<file path="src/sv/sstamp_pkg.sv">
// ----------------------------------------------------------------------------
// sstamp_pkg
// Shared types, constants and the disc mask for the additive sprite stamper.
// ----------------------------------------------------------------------------
package sstamp_pkg;

    // Frame defaults
    localparam int FRAME_WIDTH_DEF  = 256;
    localparam int FRAME_HEIGHT_DEF = 256;

    // Disc geometry
    localparam int DISC_SIZE = 16;
    localparam int DISC_HALF = 8;

    // Widths: input coordinate fields, the widened working coordinate, mask offsets and pixels
    localparam int POS_W   = 11;
    localparam int COORD_W = 12;
    localparam int OFF_W   = 4;
    localparam int PIX_W   = 8;

    // Operation codes
    localparam logic OP_STAMP = 1'b0;
    localparam logic OP_READ  = 1'b1;

    // One row per entry; bit (15 - c) set means mask column c is set
    localparam logic [DISC_SIZE-1:0] DISC_ROWS [DISC_SIZE] = '{
        16'h03C0, 16'h0FF0, 16'h1FF8, 16'h3FFC,
        16'h7FFE, 16'h7FFE, 16'hFFFF, 16'hFFFF,
        16'hFFFF, 16'hFFFF, 16'h7FFE, 16'h7FFE,
        16'h3FFC, 16'h1FF8, 16'h0FF0, 16'h03C0
    };

    // Pixel request from the sequencer to the pixel unit
    typedef struct packed {
        logic             valid;
        logic             rd;
        logic             mask_bit;
        logic [OFF_W-1:0] off_x;
        logic [OFF_W-1:0] off_y;
    } issue_t;

    // Read result leaving the pixel unit
    typedef struct packed {
        logic             valid;
        logic             hit;
        logic [PIX_W-1:0] value;
    } result_t;

    // Mask lookup: column c lives at bit (15 - c) of its row
    function automatic logic disc_bit(input logic [OFF_W-1:0] row,
                                      input logic [OFF_W-1:0] col);
        logic [DISC_SIZE-1:0] bits;
        bits = DISC_ROWS[row];
        return bits[~col];
    endfunction

endpackage

</file>
<file path="src/sv/sstamp_pix.sv">
// ----------------------------------------------------------------------------
// sstamp_pix
// Shared pixel unit: offsets a base coordinate, clips it against the frame,
// forms the store address, reads the pixel and hands back either an
// incremented pixel for write-back or a read result.
// ----------------------------------------------------------------------------
module sstamp_pix #(
    parameter int FRAME_WIDTH  = sstamp_pkg::FRAME_WIDTH_DEF,
    parameter int FRAME_HEIGHT = sstamp_pkg::FRAME_HEIGHT_DEF
) (
    input  logic                                      aclk,
    input  logic                                      aresetn,
    input  sstamp_pkg::issue_t                        issue,
    input  logic signed [sstamp_pkg::COORD_W-1:0]     base_x,
    input  logic signed [sstamp_pkg::COORD_W-1:0]     base_y,
    output logic                                      busy,
    output logic                                      rd_en,
    output logic [$clog2(FRAME_WIDTH*FRAME_HEIGHT)-1:0] rd_addr,
    input  logic [sstamp_pkg::PIX_W-1:0]              rd_data,
    output logic                                      wr_en,
    output logic [$clog2(FRAME_WIDTH*FRAME_HEIGHT)-1:0] wr_addr,
    output logic [sstamp_pkg::PIX_W-1:0]              wr_data,
    output sstamp_pkg::result_t                       result
);

    localparam int DEPTH  = FRAME_WIDTH * FRAME_HEIGHT;
    localparam int ADDR_W = $clog2(DEPTH);
    localparam int XW     = $clog2(FRAME_WIDTH);
    localparam int YW     = $clog2(FRAME_HEIGHT);
    localparam int CW     = sstamp_pkg::COORD_W;
    localparam int OW     = sstamp_pkg::OFF_W;

    logic signed [CW-1:0] px;
    logic signed [CW-1:0] py;
    logic                 in_bounds;

    logic                 p1_valid_reg;
    logic                 p1_hit_reg;
    logic                 p1_rd_reg;
    logic [XW-1:0]        p1_x_reg;
    logic [YW-1:0]        p1_y_reg;
    logic [ADDR_W-1:0]    p1_addr;

    logic                 p2_valid_reg;
    logic                 p2_hit_reg;
    logic                 p2_rd_reg;
    logic [ADDR_W-1:0]    p2_addr_reg;

    // Offset and clip
    always_comb begin
        px = base_x + $signed({{(CW-OW){1'b0}}, issue.off_x});
        py = base_y + $signed({{(CW-OW){1'b0}}, issue.off_y});
        in_bounds = (px >= 0) && (px < $signed(CW'(FRAME_WIDTH)))
                 && (py >= 0) && (py < $signed(CW'(FRAME_HEIGHT)));
    end

    // Stage 1: clipped coordinate
    always_ff @(posedge aclk) begin
        if (!aresetn) begin
            p1_valid_reg <= 1'b0;
        end else begin
            p1_valid_reg <= issue.valid;
        end
        p1_hit_reg <= issue.mask_bit && in_bounds;
        p1_rd_reg  <= issue.rd;
        p1_x_reg   <= px[XW-1:0];
        p1_y_reg   <= py[YW-1:0];
    end

    // Row-major address, then read request
    assign p1_addr = ADDR_W'(p1_y_reg) * ADDR_W'(FRAME_WIDTH) + ADDR_W'(p1_x_reg);
    assign rd_en   = p1_valid_reg && p1_hit_reg;
    assign rd_addr = p1_addr;

    // Stage 2: pixel data arrives from the store
    always_ff @(posedge aclk) begin
        if (!aresetn) begin
            p2_valid_reg <= 1'b0;
        end else begin
            p2_valid_reg <= p1_valid_reg;
        end
        p2_hit_reg  <= p1_hit_reg;
        p2_rd_reg   <= p1_rd_reg;
        p2_addr_reg <= p1_addr;
    end

    // Write back the incremented pixel; the add wraps
    assign wr_en   = p2_valid_reg && p2_hit_reg && !p2_rd_reg;
    assign wr_addr = p2_addr_reg;
    assign wr_data = rd_data + sstamp_pkg::PIX_W'(1);

    // Read result: zero outside the frame
    always_comb begin
        result.valid = p2_valid_reg && p2_rd_reg;
        result.hit   = p2_hit_reg;
        result.value = p2_hit_reg ? rd_data : '0;
    end

    assign busy = p1_valid_reg || p2_valid_reg;

`ifndef SYNTH
    // A write-back never lands on the pixel being read in the same cycle
    a_no_rw_collision: assert property (@(posedge aclk) disable iff (!aresetn)
        (wr_en && rd_en) |-> (wr_addr != rd_addr))
        else $error("read and write-back hit the same pixel");

    // Every issued request passes through stage 1 and reaches stage 2
    a_pipe_advance: assert property (@(posedge aclk) disable iff (!aresetn)
        issue.valid |=> ##1 p2_valid_reg)
        else $error("issued pixel lost in the pipeline");
`endif

endmodule

</file>
<file path="config.mk">
export PLATFORM = sky130hd
export DESIGN_NAME = sstamp_pix
export DESIGN_NICKNAME = d
export VERILOG_FILES = /design/src/sv/sstamp_pkg.sv /design/src/sv/sstamp_pix.sv
export SDC_FILE = /design/constraint.sdc
export NUM_CORES = 1
export LEC_CHECK = 0
export ABC_AREA = 1
export BUFFER_PORTS_ARGS = -buffer_cell sky130_fd_sc_hd__buf_2
export CORE_ASPECT_RATIO = 1.1
export CORE_MARGIN = 8
export CORE_UTILIZATION = 44
export CTS_CLUSTER_DIAMETER = 50
export DETAILED_ROUTE_END_ITERATION = 6
export GPL_ROUTABILITY_DRIVEN = 0
export PLACE_DENSITY = 0.79
export RECOVER_POWER = 50
export SLEW_MARGIN = 20
export SYNTH_ARGS = -nofsm -noshare
export SYNTH_HDL_FRONTEND = slang
export SYNTH_SLANG_ARGS = --single-unit
</file>
<file path="constraint.sdc">
create_clock -name aclk -period 1.7 [get_ports aclk]
set_input_delay 0.085 -clock aclk [delete_from_list [all_inputs] [get_ports aclk]]
set_output_delay 0.085 -clock aclk [all_outputs]
set_load 0.02 [all_outputs]
</file>
==> flow_summary.yaml <==
power_and_ir_drop:
  powerDensity_nw_per_um2: 960
  total_power_mw: 2.29
  p_clk_share_pct: 30.4
  p_int_mw: 1.60
  switchingPower_mw: 0.690
  seqPwrFrac_pct: 45.8
  netSwitchingFraction_pct: 30.1
  max-vdd-ir-drop_v: 0.000365
  p_leak_nw: 1.37
  comb_power_share_pct: 23.9
cts:
  root_buffer: "clkbuf_8"
  htreeDepth: 2
  insertion_delay_ns: 0.28
  cts_sinks: 38
  clockBufferDepth: 2
  cts_buffers: 5
  ctsHoldBuffers: 2
  cts_tree: "done"
  cts_setup_buffers: 0
  postCtsResizedCells: 0
  clk_pin_slew_ns: 0.08
logic_synthesis:
  syn-num-nets: 283
  syn_area_sq_um: 1730
  syn_area_per_cell_sq_um: 7.64
  synthMuxAreaShare_pct: 0
  synth_edf_count: 0
  synth_top_family_by_area: "simple AND/OR/NAND/NOR gates"
  ys_types: 18
  ys_seq_area_share_pct: 43.9
  ys.flop_type: "dfxtp_1"
  yosysWarningCount: 0
  synth_xor_area_share_pct: 9.09
  synth-compound-area-share_pct: 1.52
  async_flop_share_pct: 0
  yosysTopAreaCell: "dfxtp_1"
  synthTopCellsByCount: "nand2_1, dfxtp_1, inv_1, nand3_1, nor2_1"
  synth_most_common_cell: "nand2_1"
  synthSimpleGateAreaFrac_pct: 28.9
  post_synth_fa_ha_maj_area_fraction_pct: 8.80
  yosys-top-cells-area: "dfxtp_1, nand2_1, inv_1, xor2_1, ha_1"
  yosysTopAreaCellShare_pct: 43.9
  netlist_instances: 227
  ys_seq_elements: 38
sta:
  fmax_mhz: 733
  tightest_slew_ns: 0.320
  rsz0062_at_grt: "no"
  slew_violations: 0
  fin_skew_ns: 0.00784
  slew_headroom_pct: 78.6
  hold_viol_final: 0
  setup_viol_count_final: 0
  setup_tns_ns: 0
  final.min_clock_period_ns: 1.36
  min_period_over_period_pct: 80.3
critical_path:
  cp.required_ns: 1.93
  critPathLaunchType: "input port"
  cp.arrival_ns: 1.59
  critPathMaxFanout: 6
  crit_path_end_kind: "flip-flop"
  critical_path_class: "in -> reg"
placement:
  placed_cell_area_sq_um: 2280
  dp_hpwl_um: 3930
  numPortBuffers: 97
finish:
  syn_to_final_growth_pct: 37.7
  fill_cells: 358
  drive_gt1_share_pct: 27.3
  num_antenna_cells: 0
  finalNetCount: 388
  fin_area_sq_um: 2390
  largest_reg_flops: 16
drt:
  postRouteAntennaNets: 0
  drt-total-wl_um: 4600
  viasPerCell: 4.43
  vias: 1705
  wl_per_cell_um: 11.9
  dr.pass1.iters: 4
  drtIter0Drc: 64
  drc: 0
global_routing:
  grtUsageTotal_pct: 13.8
  antenna_found_initial: 0
  grt_max_degree: 12
  grt_pass1_wl_um: 6650
  grt_pass1_vias: 1587
  overflow: 0
floorplan:
  coreArea_sq_um: 3870
  dieArea_sq_um: 6210
  die_w_um: 75.9
  initial_core_util_pct: 44.8
  ios: 98
  rows: 24
  die_h_um: 81.8
status:
  outcome: "finished, final reports clean"
flow_run:
  drv_cap: 0
min_path:
  hp-class: "in -> reg"
-- through the flow --
| step | setup slack (ns) | instances | hold slack (ns) | util, % |
|---|---|---|---|---|
| 3_5_place_dp | 0.0381 | 375 | 0.196 | 58.9 |
| 5_1_grt | 0.183 | 385 | 0.0126 | 61.7 |
| 4_1_cts | 0.325 | 385 | 0.00921 | 62.2 |
| 2_1_floorplan | 0.229 | 227 | 0.113 | - |
| 3_3_place_gp | 0.116 | 375 | 0.189 | 58.9 |
| 6_report | 0.335 | 385 | 0.0140 | 61.7 |
-- power by group through the flow --
stage,registers [mW],logic (mW),clock network [mW]
3_3_place_gp,1.06,0.554,0
3_5_place_dp,1.07,0.564,0
5_1_grt,1.06,0.594,0.747
2_1_floorplan,1.21,0.179,0
4_1_cts,1.05,0.571,0.709
6_report,1.05,0.548,0.696
-- placed cells by master, fill, tap and decap left out, drive strengths merged, types with 3 or more instances in the layout --
master and instances:
buf 80, clkbuf 26, inv 33, xor2 13, nand3b 3, nand2 71, a21oi 4, ha 9
xnor2 5, nand3 22, nor2 20, dfxtp 38
-- worst max-delay path: stages --
cell and delay (ns):
buf_2 0.08, ha_1 0.16, inv_1 0.05, fa_1 0.39, nand3b_1 0.17, nand2_1 0.18
nand4_1 0.11, nand2_1 0.08, nand2_1 0.05, nor2_1 0.09, nand2_1 0.06, nor2_1 0.09
-- cells by family after synthesis --
group	after synthesis
and+or+nand+nor	120
adders and majority gates	11
xor gates and xnor gates	18
AOI/OAI and AO/OA	5
buffers and inverters	35
DFF	38
-- final timing paths --
path                startpoint      endpoint  slack, ns  cells past startpoint
setup / recovery      issue[0]    p1_hit_reg       0.34                     12
setup reg to reg  p1_valid_reg  p2_valid_reg       1.20                      2
hold / removal         aresetn  p2_valid_reg       0.01                      3
hold reg to reg      p1_rd_reg     p2_rd_reg       0.33                      0
-- per-layer routing --
metal	share of wire [%]	up-vias	track usage [%]
met2	53	61	27.9
met5	0	-	0
met3	9.0	5	3.05
met1	36	731	12.6
met4	1.2	0	5.58
li1	-	908	-
-- cell type report --
class | count | area [sq um] | share of cell area (%)
multi-input combinational | 154 | 838 | 35.1
inverter | 33 | 124 | 5.19
tap | 52 | 65.1 | 2.72
sequential | 38 | 761 | 31.8
clock buffer | 8 | 110 | 4.61
timing repair buffer | 100 | 490 | 20.5
Note: power is estimated with default switching activity, not from simulation.
