File: src/sv/sstamp_pkg.sv
// ----------------------------------------------------------------------------
// sstamp_pkg
// Shared types, constants and the disc mask for the additive sprite stamper.
// ----------------------------------------------------------------------------
package sstamp_pkg;

    // Frame defaults
    localparam int FRAME_WIDTH_DEF  = 256;
    localparam int FRAME_HEIGHT_DEF = 256;

    // Disc geometry
    localparam int DISC_SIZE = 16;
    localparam int DISC_HALF = 8;

    // Widths: input coordinate fields, the widened working coordinate, mask offsets and pixels
    localparam int POS_W   = 11;
    localparam int COORD_W = 12;
    localparam int OFF_W   = 4;
    localparam int PIX_W   = 8;

    // Operation codes
    localparam logic OP_STAMP = 1'b0;
    localparam logic OP_READ  = 1'b1;

    // One row per entry; bit (15 - c) set means mask column c is set
    localparam logic [DISC_SIZE-1:0] DISC_ROWS [DISC_SIZE] = '{
        16'h03C0, 16'h0FF0, 16'h1FF8, 16'h3FFC,
        16'h7FFE, 16'h7FFE, 16'hFFFF, 16'hFFFF,
        16'hFFFF, 16'hFFFF, 16'h7FFE, 16'h7FFE,
        16'h3FFC, 16'h1FF8, 16'h0FF0, 16'h03C0
    };

    // Pixel request from the sequencer to the pixel unit
    typedef struct packed {
        logic             valid;
        logic             rd;
        logic             mask_bit;
        logic [OFF_W-1:0] off_x;
        logic [OFF_W-1:0] off_y;
    } issue_t;

    // Read result leaving the pixel unit
    typedef struct packed {
        logic             valid;
        logic             hit;
        logic [PIX_W-1:0] value;
    } result_t;

    // Mask lookup: column c lives at bit (15 - c) of its row
    function automatic logic disc_bit(input logic [OFF_W-1:0] row,
                                      input logic [OFF_W-1:0] col);
        logic [DISC_SIZE-1:0] bits;
        bits = DISC_ROWS[row];
        return bits[~col];
    endfunction

endpackage

File: src/sv/sstamp_ctrl.sv
// ----------------------------------------------------------------------------
// sstamp_ctrl
// Sequencer: clears the frame after reset, takes one item at a time and
// walks the 16x16 mask (or a single pixel for a read) through the pixel unit.
// ----------------------------------------------------------------------------
module sstamp_ctrl #(
    parameter int FRAME_WIDTH  = sstamp_pkg::FRAME_WIDTH_DEF,
    parameter int FRAME_HEIGHT = sstamp_pkg::FRAME_HEIGHT_DEF
) (
    input  logic                                      aclk,
    input  logic                                      aresetn,
    input  logic                                      s_valid,
    output logic                                      s_ready,
    input  logic                                      s_op,
    input  logic signed [sstamp_pkg::POS_W-1:0]       s_pos_x,
    input  logic signed [sstamp_pkg::POS_W-1:0]       s_pos_y,
    input  logic                                      out_busy,
    input  logic                                      pix_busy,
    output sstamp_pkg::issue_t                        issue,
    output logic signed [sstamp_pkg::COORD_W-1:0]     base_x,
    output logic signed [sstamp_pkg::COORD_W-1:0]     base_y,
    output logic                                      clr_en,
    output logic [$clog2(FRAME_WIDTH*FRAME_HEIGHT)-1:0] clr_addr
);

    localparam int DEPTH  = FRAME_WIDTH * FRAME_HEIGHT;
    localparam int ADDR_W = $clog2(DEPTH);
    localparam int CW     = sstamp_pkg::COORD_W;
    localparam int OW     = sstamp_pkg::OFF_W;
    localparam int IDX_W  = 2 * OW;

    localparam logic [1:0] ST_CLEAR = 2'd0;
    localparam logic [1:0] ST_IDLE  = 2'd1;
    localparam logic [1:0] ST_RUN   = 2'd2;
    localparam logic [1:0] ST_DRAIN = 2'd3;

    logic [1:0]           state_reg,   state_next;
    logic [ADDR_W-1:0]    clr_cnt_reg, clr_cnt_next;
    logic [IDX_W-1:0]     idx_reg,     idx_next;
    logic                 op_reg,      op_next;
    logic signed [CW-1:0] base_x_reg,  base_x_next;
    logic signed [CW-1:0] base_y_reg,  base_y_next;
    logic signed [CW-1:0] pos_x_ext;
    logic signed [CW-1:0] pos_y_ext;
    logic                 accept;
    logic                 issue_go;

    assign s_ready   = (state_reg == ST_IDLE);
    assign accept    = s_valid && s_ready;
    assign pos_x_ext = CW'(s_pos_x);
    assign pos_y_ext = CW'(s_pos_y);

    // Hold a read until the output slot is free
    assign issue_go = (state_reg == ST_RUN) && !((op_reg == sstamp_pkg::OP_READ) && out_busy);

    // Pixel request
    always_comb begin
        issue.valid    = issue_go;
        issue.rd       = (op_reg == sstamp_pkg::OP_READ);
        issue.mask_bit = (op_reg == sstamp_pkg::OP_READ)
                       ? 1'b1 : sstamp_pkg::disc_bit(idx_reg[IDX_W-1:OW], idx_reg[OW-1:0]);
        issue.off_x    = (op_reg == sstamp_pkg::OP_READ) ? '0 : idx_reg[OW-1:0];
        issue.off_y    = (op_reg == sstamp_pkg::OP_READ) ? '0 : idx_reg[IDX_W-1:OW];
    end

    assign base_x   = base_x_reg;
    assign base_y   = base_y_reg;
    assign clr_en   = (state_reg == ST_CLEAR);
    assign clr_addr = clr_cnt_reg;

    // Sequencer
    always_comb begin
        state_next   = state_reg;
        clr_cnt_next = clr_cnt_reg;
        idx_next     = idx_reg;
        op_next      = op_reg;
        base_x_next  = base_x_reg;
        base_y_next  = base_y_reg;
        unique case (state_reg)
            ST_CLEAR: begin
                clr_cnt_next = clr_cnt_reg + ADDR_W'(1);
                if (clr_cnt_reg == ADDR_W'(DEPTH - 1)) begin
                    state_next = ST_IDLE;
                end
            end
            ST_IDLE: begin
                if (accept) begin
                    op_next  = s_op;
                    idx_next = '0;
                    if (s_op == sstamp_pkg::OP_READ) begin
                        base_x_next = pos_x_ext;
                        base_y_next = pos_y_ext;
                    end else begin
                        base_x_next = pos_x_ext - CW'(sstamp_pkg::DISC_HALF);
                        base_y_next = pos_y_ext - CW'(sstamp_pkg::DISC_HALF);
                    end
                    state_next = ST_RUN;
                end
            end
            ST_RUN: begin
                if (issue_go) begin
                    idx_next = idx_reg + IDX_W'(1);
                    if ((op_reg == sstamp_pkg::OP_READ) || (idx_reg == '1)) begin
                        state_next = ST_DRAIN;
                    end
                end
            end
            ST_DRAIN: begin
                if (!pix_busy) begin
                    state_next = ST_IDLE;
                end
            end
            default: begin
                state_next = ST_CLEAR;
            end
        endcase
    end

    // Control state
    always_ff @(posedge aclk) begin
        if (!aresetn) begin
            state_reg   <= ST_CLEAR;
            clr_cnt_reg <= '0;
            idx_reg     <= '0;
        end else begin
            state_reg   <= state_next;
            clr_cnt_reg <= clr_cnt_next;
            idx_reg     <= idx_next;
        end
    end

    // Item registers
    always_ff @(posedge aclk) begin
        op_reg     <= op_next;
        base_x_reg <= base_x_next;
        base_y_reg <= base_y_next;
    end

`ifndef SYNTH
    // One item at a time: ready drops after each transfer
    a_one_item: assert property (@(posedge aclk) disable iff (!aresetn)
        accept |=> !s_ready)
        else $error("input taken while an item is in progress");

    // A read issues exactly one pixel request
    a_read_single: assert property (@(posedge aclk) disable iff (!aresetn)
        (issue.valid && issue.rd) |=> !issue.valid)
        else $error("read issued more than one pixel");

    // No item is taken while the pixel pipeline still holds work
    a_idle_drained: assert property (@(posedge aclk) disable iff (!aresetn)
        (state_reg == ST_IDLE) |-> !(pix_busy && $past(state_reg) == ST_IDLE))
        else $error("pixel pipeline busy while idle");
`endif

endmodule
File: config.mk
export PLATFORM = sky130hd
export DESIGN_NAME = sstamp_ctrl
export DESIGN_NICKNAME = d
export VERILOG_FILES = /design/src/sv/sstamp_pkg.sv /design/src/sv/sstamp_ctrl.sv
export SDC_FILE = /design/constraint.sdc
export NUM_CORES = 1
export LEC_CHECK = 0
export BUFFER_PORTS_ARGS = -buffer_cell sky130_fd_sc_hd__buf_2
export CELL_PAD_IN_SITES_DETAIL_PLACEMENT = 2
export CELL_PAD_IN_SITES_GLOBAL_PLACEMENT = 2
export CORE_ASPECT_RATIO = 1.25
export CORE_UTILIZATION = 33
export CTS_CLUSTER_SIZE = 24
export DETAILED_ROUTE_END_ITERATION = 8
export HOLD_SLACK_MARGIN = 0.15
export PLACE_DENSITY_LB_ADDON = 0.1
export SLEW_MARGIN = 15
export SYNTH_ARGS = -nofsm -noshare
export SYNTH_HDL_FRONTEND = slang
export SYNTH_SLANG_ARGS = --single-unit
File: constraint.sdc
create_clock -name aclk -period 5.19 [get_ports aclk]
set_input_delay 0.519 -clock aclk [delete_from_list [all_inputs] [get_ports aclk]]
set_output_delay 0.519 -clock aclk [all_outputs]
set_load 0.1 [all_outputs]
==> reports/results.ini <==
[outcome]
status=completed

[clocking]
clock_path_buffers=2
cts.clk_slew.worst_paths_ns=0.10
clk_latency_ns=0.31
cts_setup_buffers=0
numCtsBuffers=5
cts_tree=yes
cts_resized=0
postCtsHoldBufs=0
cts_num_sinks=51
cts_max_level=2
root_buffer=clkbuf_8

[yosys]
synth_compound_area_share_pct=8.18
ys_types=45
synth_edf_count=25
synthAdderAreaFrac_pct=4.84
post_synth.cell_area_avg_um2=10.1
ys_ff_latch=51
yosys.area_share.simple_pct=21.5
syn_area_um2=2590
async_flop_share_pct=0
synth_xor_area_share_pct=9.48
synth_top_family_by_area=simple AND/OR/NAND/NOR gates
ys_warn_count=0
syn-num-nets=295
synthCells=257
ys.flop_type=dfxtp_1
synth_mux_area_share_pct=2.32
yosysSeqAreaShare_pct=49.2

[setup_path]
end_kind=primary output
r2r_slack_ns=3.08
cp_slowest_stage_delay_ns=0.53
path_cells=or3b_2, and4_1, o221ai_1, a221o_1, buf_2
worst-path-max-fanout=12
start_kind=flip-flop
critPathKind=reg2out
worstPathRequired_ns=4.67
path_buf_inv=1
cp_slowest_cell=dfxtp_1
crit_family=simple AND/OR/NAND/NOR gates
worstPathArrival_ns=2.34

[power]
clock_power_share_pct=37.4
swShare_pct=23.9
p_switching_mw=0.184
combPwrFrac_pct=7.3
powerDensity_nw_per_um2=244
p_int_mw=0.588
leakage_nw=1.31
total_power_mw=0.772
sequentialPowerShare_pct=55.4
vdd.ir_drop.worst_v=0.000112

[final_layout]
final_core_util_pct=42.2
final_common_cell=buf_2
synthToLayoutAreaGrowth_pct=22.2
final_cell_area_um2=3160
layout.nets=370
drive_gt1_share_pct=28.5
mostFrequentLayoutCells=buf_2 (80), dfxtp_1 (26), edfxtp_1 (25)
final_cells=425
largest_reg_flops=16
antennaDiodeCount=0

[floorplanning]
die_x_um=81.2
dieArea_um2=8200
num_rows=35
die-height_um=101
core_area_um2=7490
num_io_pins=81
initial_core_util_pct=34.5

[global_routing]
grt_max_degree=26
overflow=0
grt_pass1_wl_um=11200
grt_pass1_vias=2281
track_usage_pct=17.9
antenna_found_initial=0

[route]
vias=2177
first_pass_iters=2
drt_iter0_drc=78
drc=0
antenna_left=0
wl_per_cell_um=15.9
wl_um=6780
routed_via_density=5.12

[sta]
tightest_slew_ns=0.636
timing.final.max_slew_violations=0
hold_viol=0
grt_setup_unrepaired=no
fmax_mhz=349
post-route-min-period_ns=2.86
setup_tns_ns=0
slew_headroom_pct=57.3
setup_viol=0
fin_skew_ns=0.00413
fin_crit_sh_pct=55.2

[placed_design]
gp_congestion=0.796
placed_area_um2=3050
dp_hpwl_um=5200
dp.cells=417
portBuffers=80

[run]
max_cap_violations=0

[hold_path]
hold_class=in2reg

-- synth_stat cells (2+ instances only) --
cell type   n  area, µm²
nand2_1    10       37.5
and2_1      2       12.5
edfxtp_1   25        751
buf_2       2       10.0
nor2_1     21       78.8
nand4_1     9       56.3
mux2i_1     6       60.1
ha_1       10        125
or4_1       3       22.5
clkbuf_1    8       30.0
a21boi_0    2       15.0
and3_1      2       12.5
nor3_1     10       50.1
nand3_1    10       50.1
o21ai_0     8       40.0
a21oi_1    10       50.1
nand2b_1    4       25.0
nor4_1      6       37.5
or3_1       9       56.3
dfxtp_1    26        521
o31ai_1     3       22.5
nor2b_1     6       37.5
a21o_1      2       15.0
inv_1      15       56.3
xnor2_1    17        149
xor2_1     11       96.3
buf_4       2       15.0
-- layer usage --
metal / wire length (µm) / vias up / track usage [%]
met5: 0 / - / 0
met4: 68 / 0 / 4.53
met3: 248 / 5 / 3.35
met2: 3580 / 41 / 32.4
met1: 2880 / 1073 / 21.3
li1: - / 1058 / -
-- worst register-to-register path, cell delays in order (launching register included) --
cell     delay, ns
dfxtp_1       0.37
inv_1         0.10
ha_1          0.42
nand3_1       0.23
or2_2         0.38
or4_1         0.41
a21oi_1       0.14
-- metrics by stage --
step | hold slack, ns | setup slack [ns]
after floorplan | 0.471 | 2.55
after global placement | 0.493 | 2.75
after detailed placement | 0.510 | 2.69
after CTS | 0.375 | 2.32
after global routing | 0.367 | 2.24
final | 0.385 | 2.33
-- final timing paths --
| check | cells after the start | start | to |
|---|---|---|---|
| worst max-delay path | 5 | idx_reg[7]$_SDFFE_PN0P_ | issue[8] |
| worst min-delay path | 1 | s_pos_x[1] | base_x[1]$_DFFE_PP_ |
| worst max register to register | 6 | state_reg[0]$_SDFFE_PN0P_ | clr_addr[15]$_SDFFE_PN0P_ |
| worst min register to register | 2 | clr_addr[12]$_SDFFE_PN0P_ | clr_addr[12]$_SDFFE_PN0P_ |
-- power groups by stage --
stage / Clock (mW) / Sequential (mW) / Combinational, mW
3_5_place_dp: 0 / 0.437 / 0.0570
3_3_place_gp: 0 / 0.436 / 0.0542
5_1_grt: 0.315 / 0.428 / 0.0622
4_1_cts: 0.298 / 0.427 / 0.0574
2_1_floorplan: 0 / 0.450 / 0.0203
6_report: 0.288 / 0.427 / 0.0561
-- area by class of cell --
type	instances	area [µm²]
fillers	846	4330
clock inverters	3	42.5
multi-input cells	178	1200
clock buffers	5	68.8
well taps	92	115
flip-flops and latches	51	1270
inverters	15	56.3
repair buffers	81	408
-- cell families (layout without fill, tap and decap cells) --
group	count (synthesis)	count (layout)
AOI/OAI and AO/OA	33	33
buffers and inverters	28	104
and+or+nand+nor	101	101
DFF	51	51
adders and majority gates	10	10
xor gates and xnor gates	28	28
muxes	6	6
No activity file was read; power rests on OpenSTA's default activity.
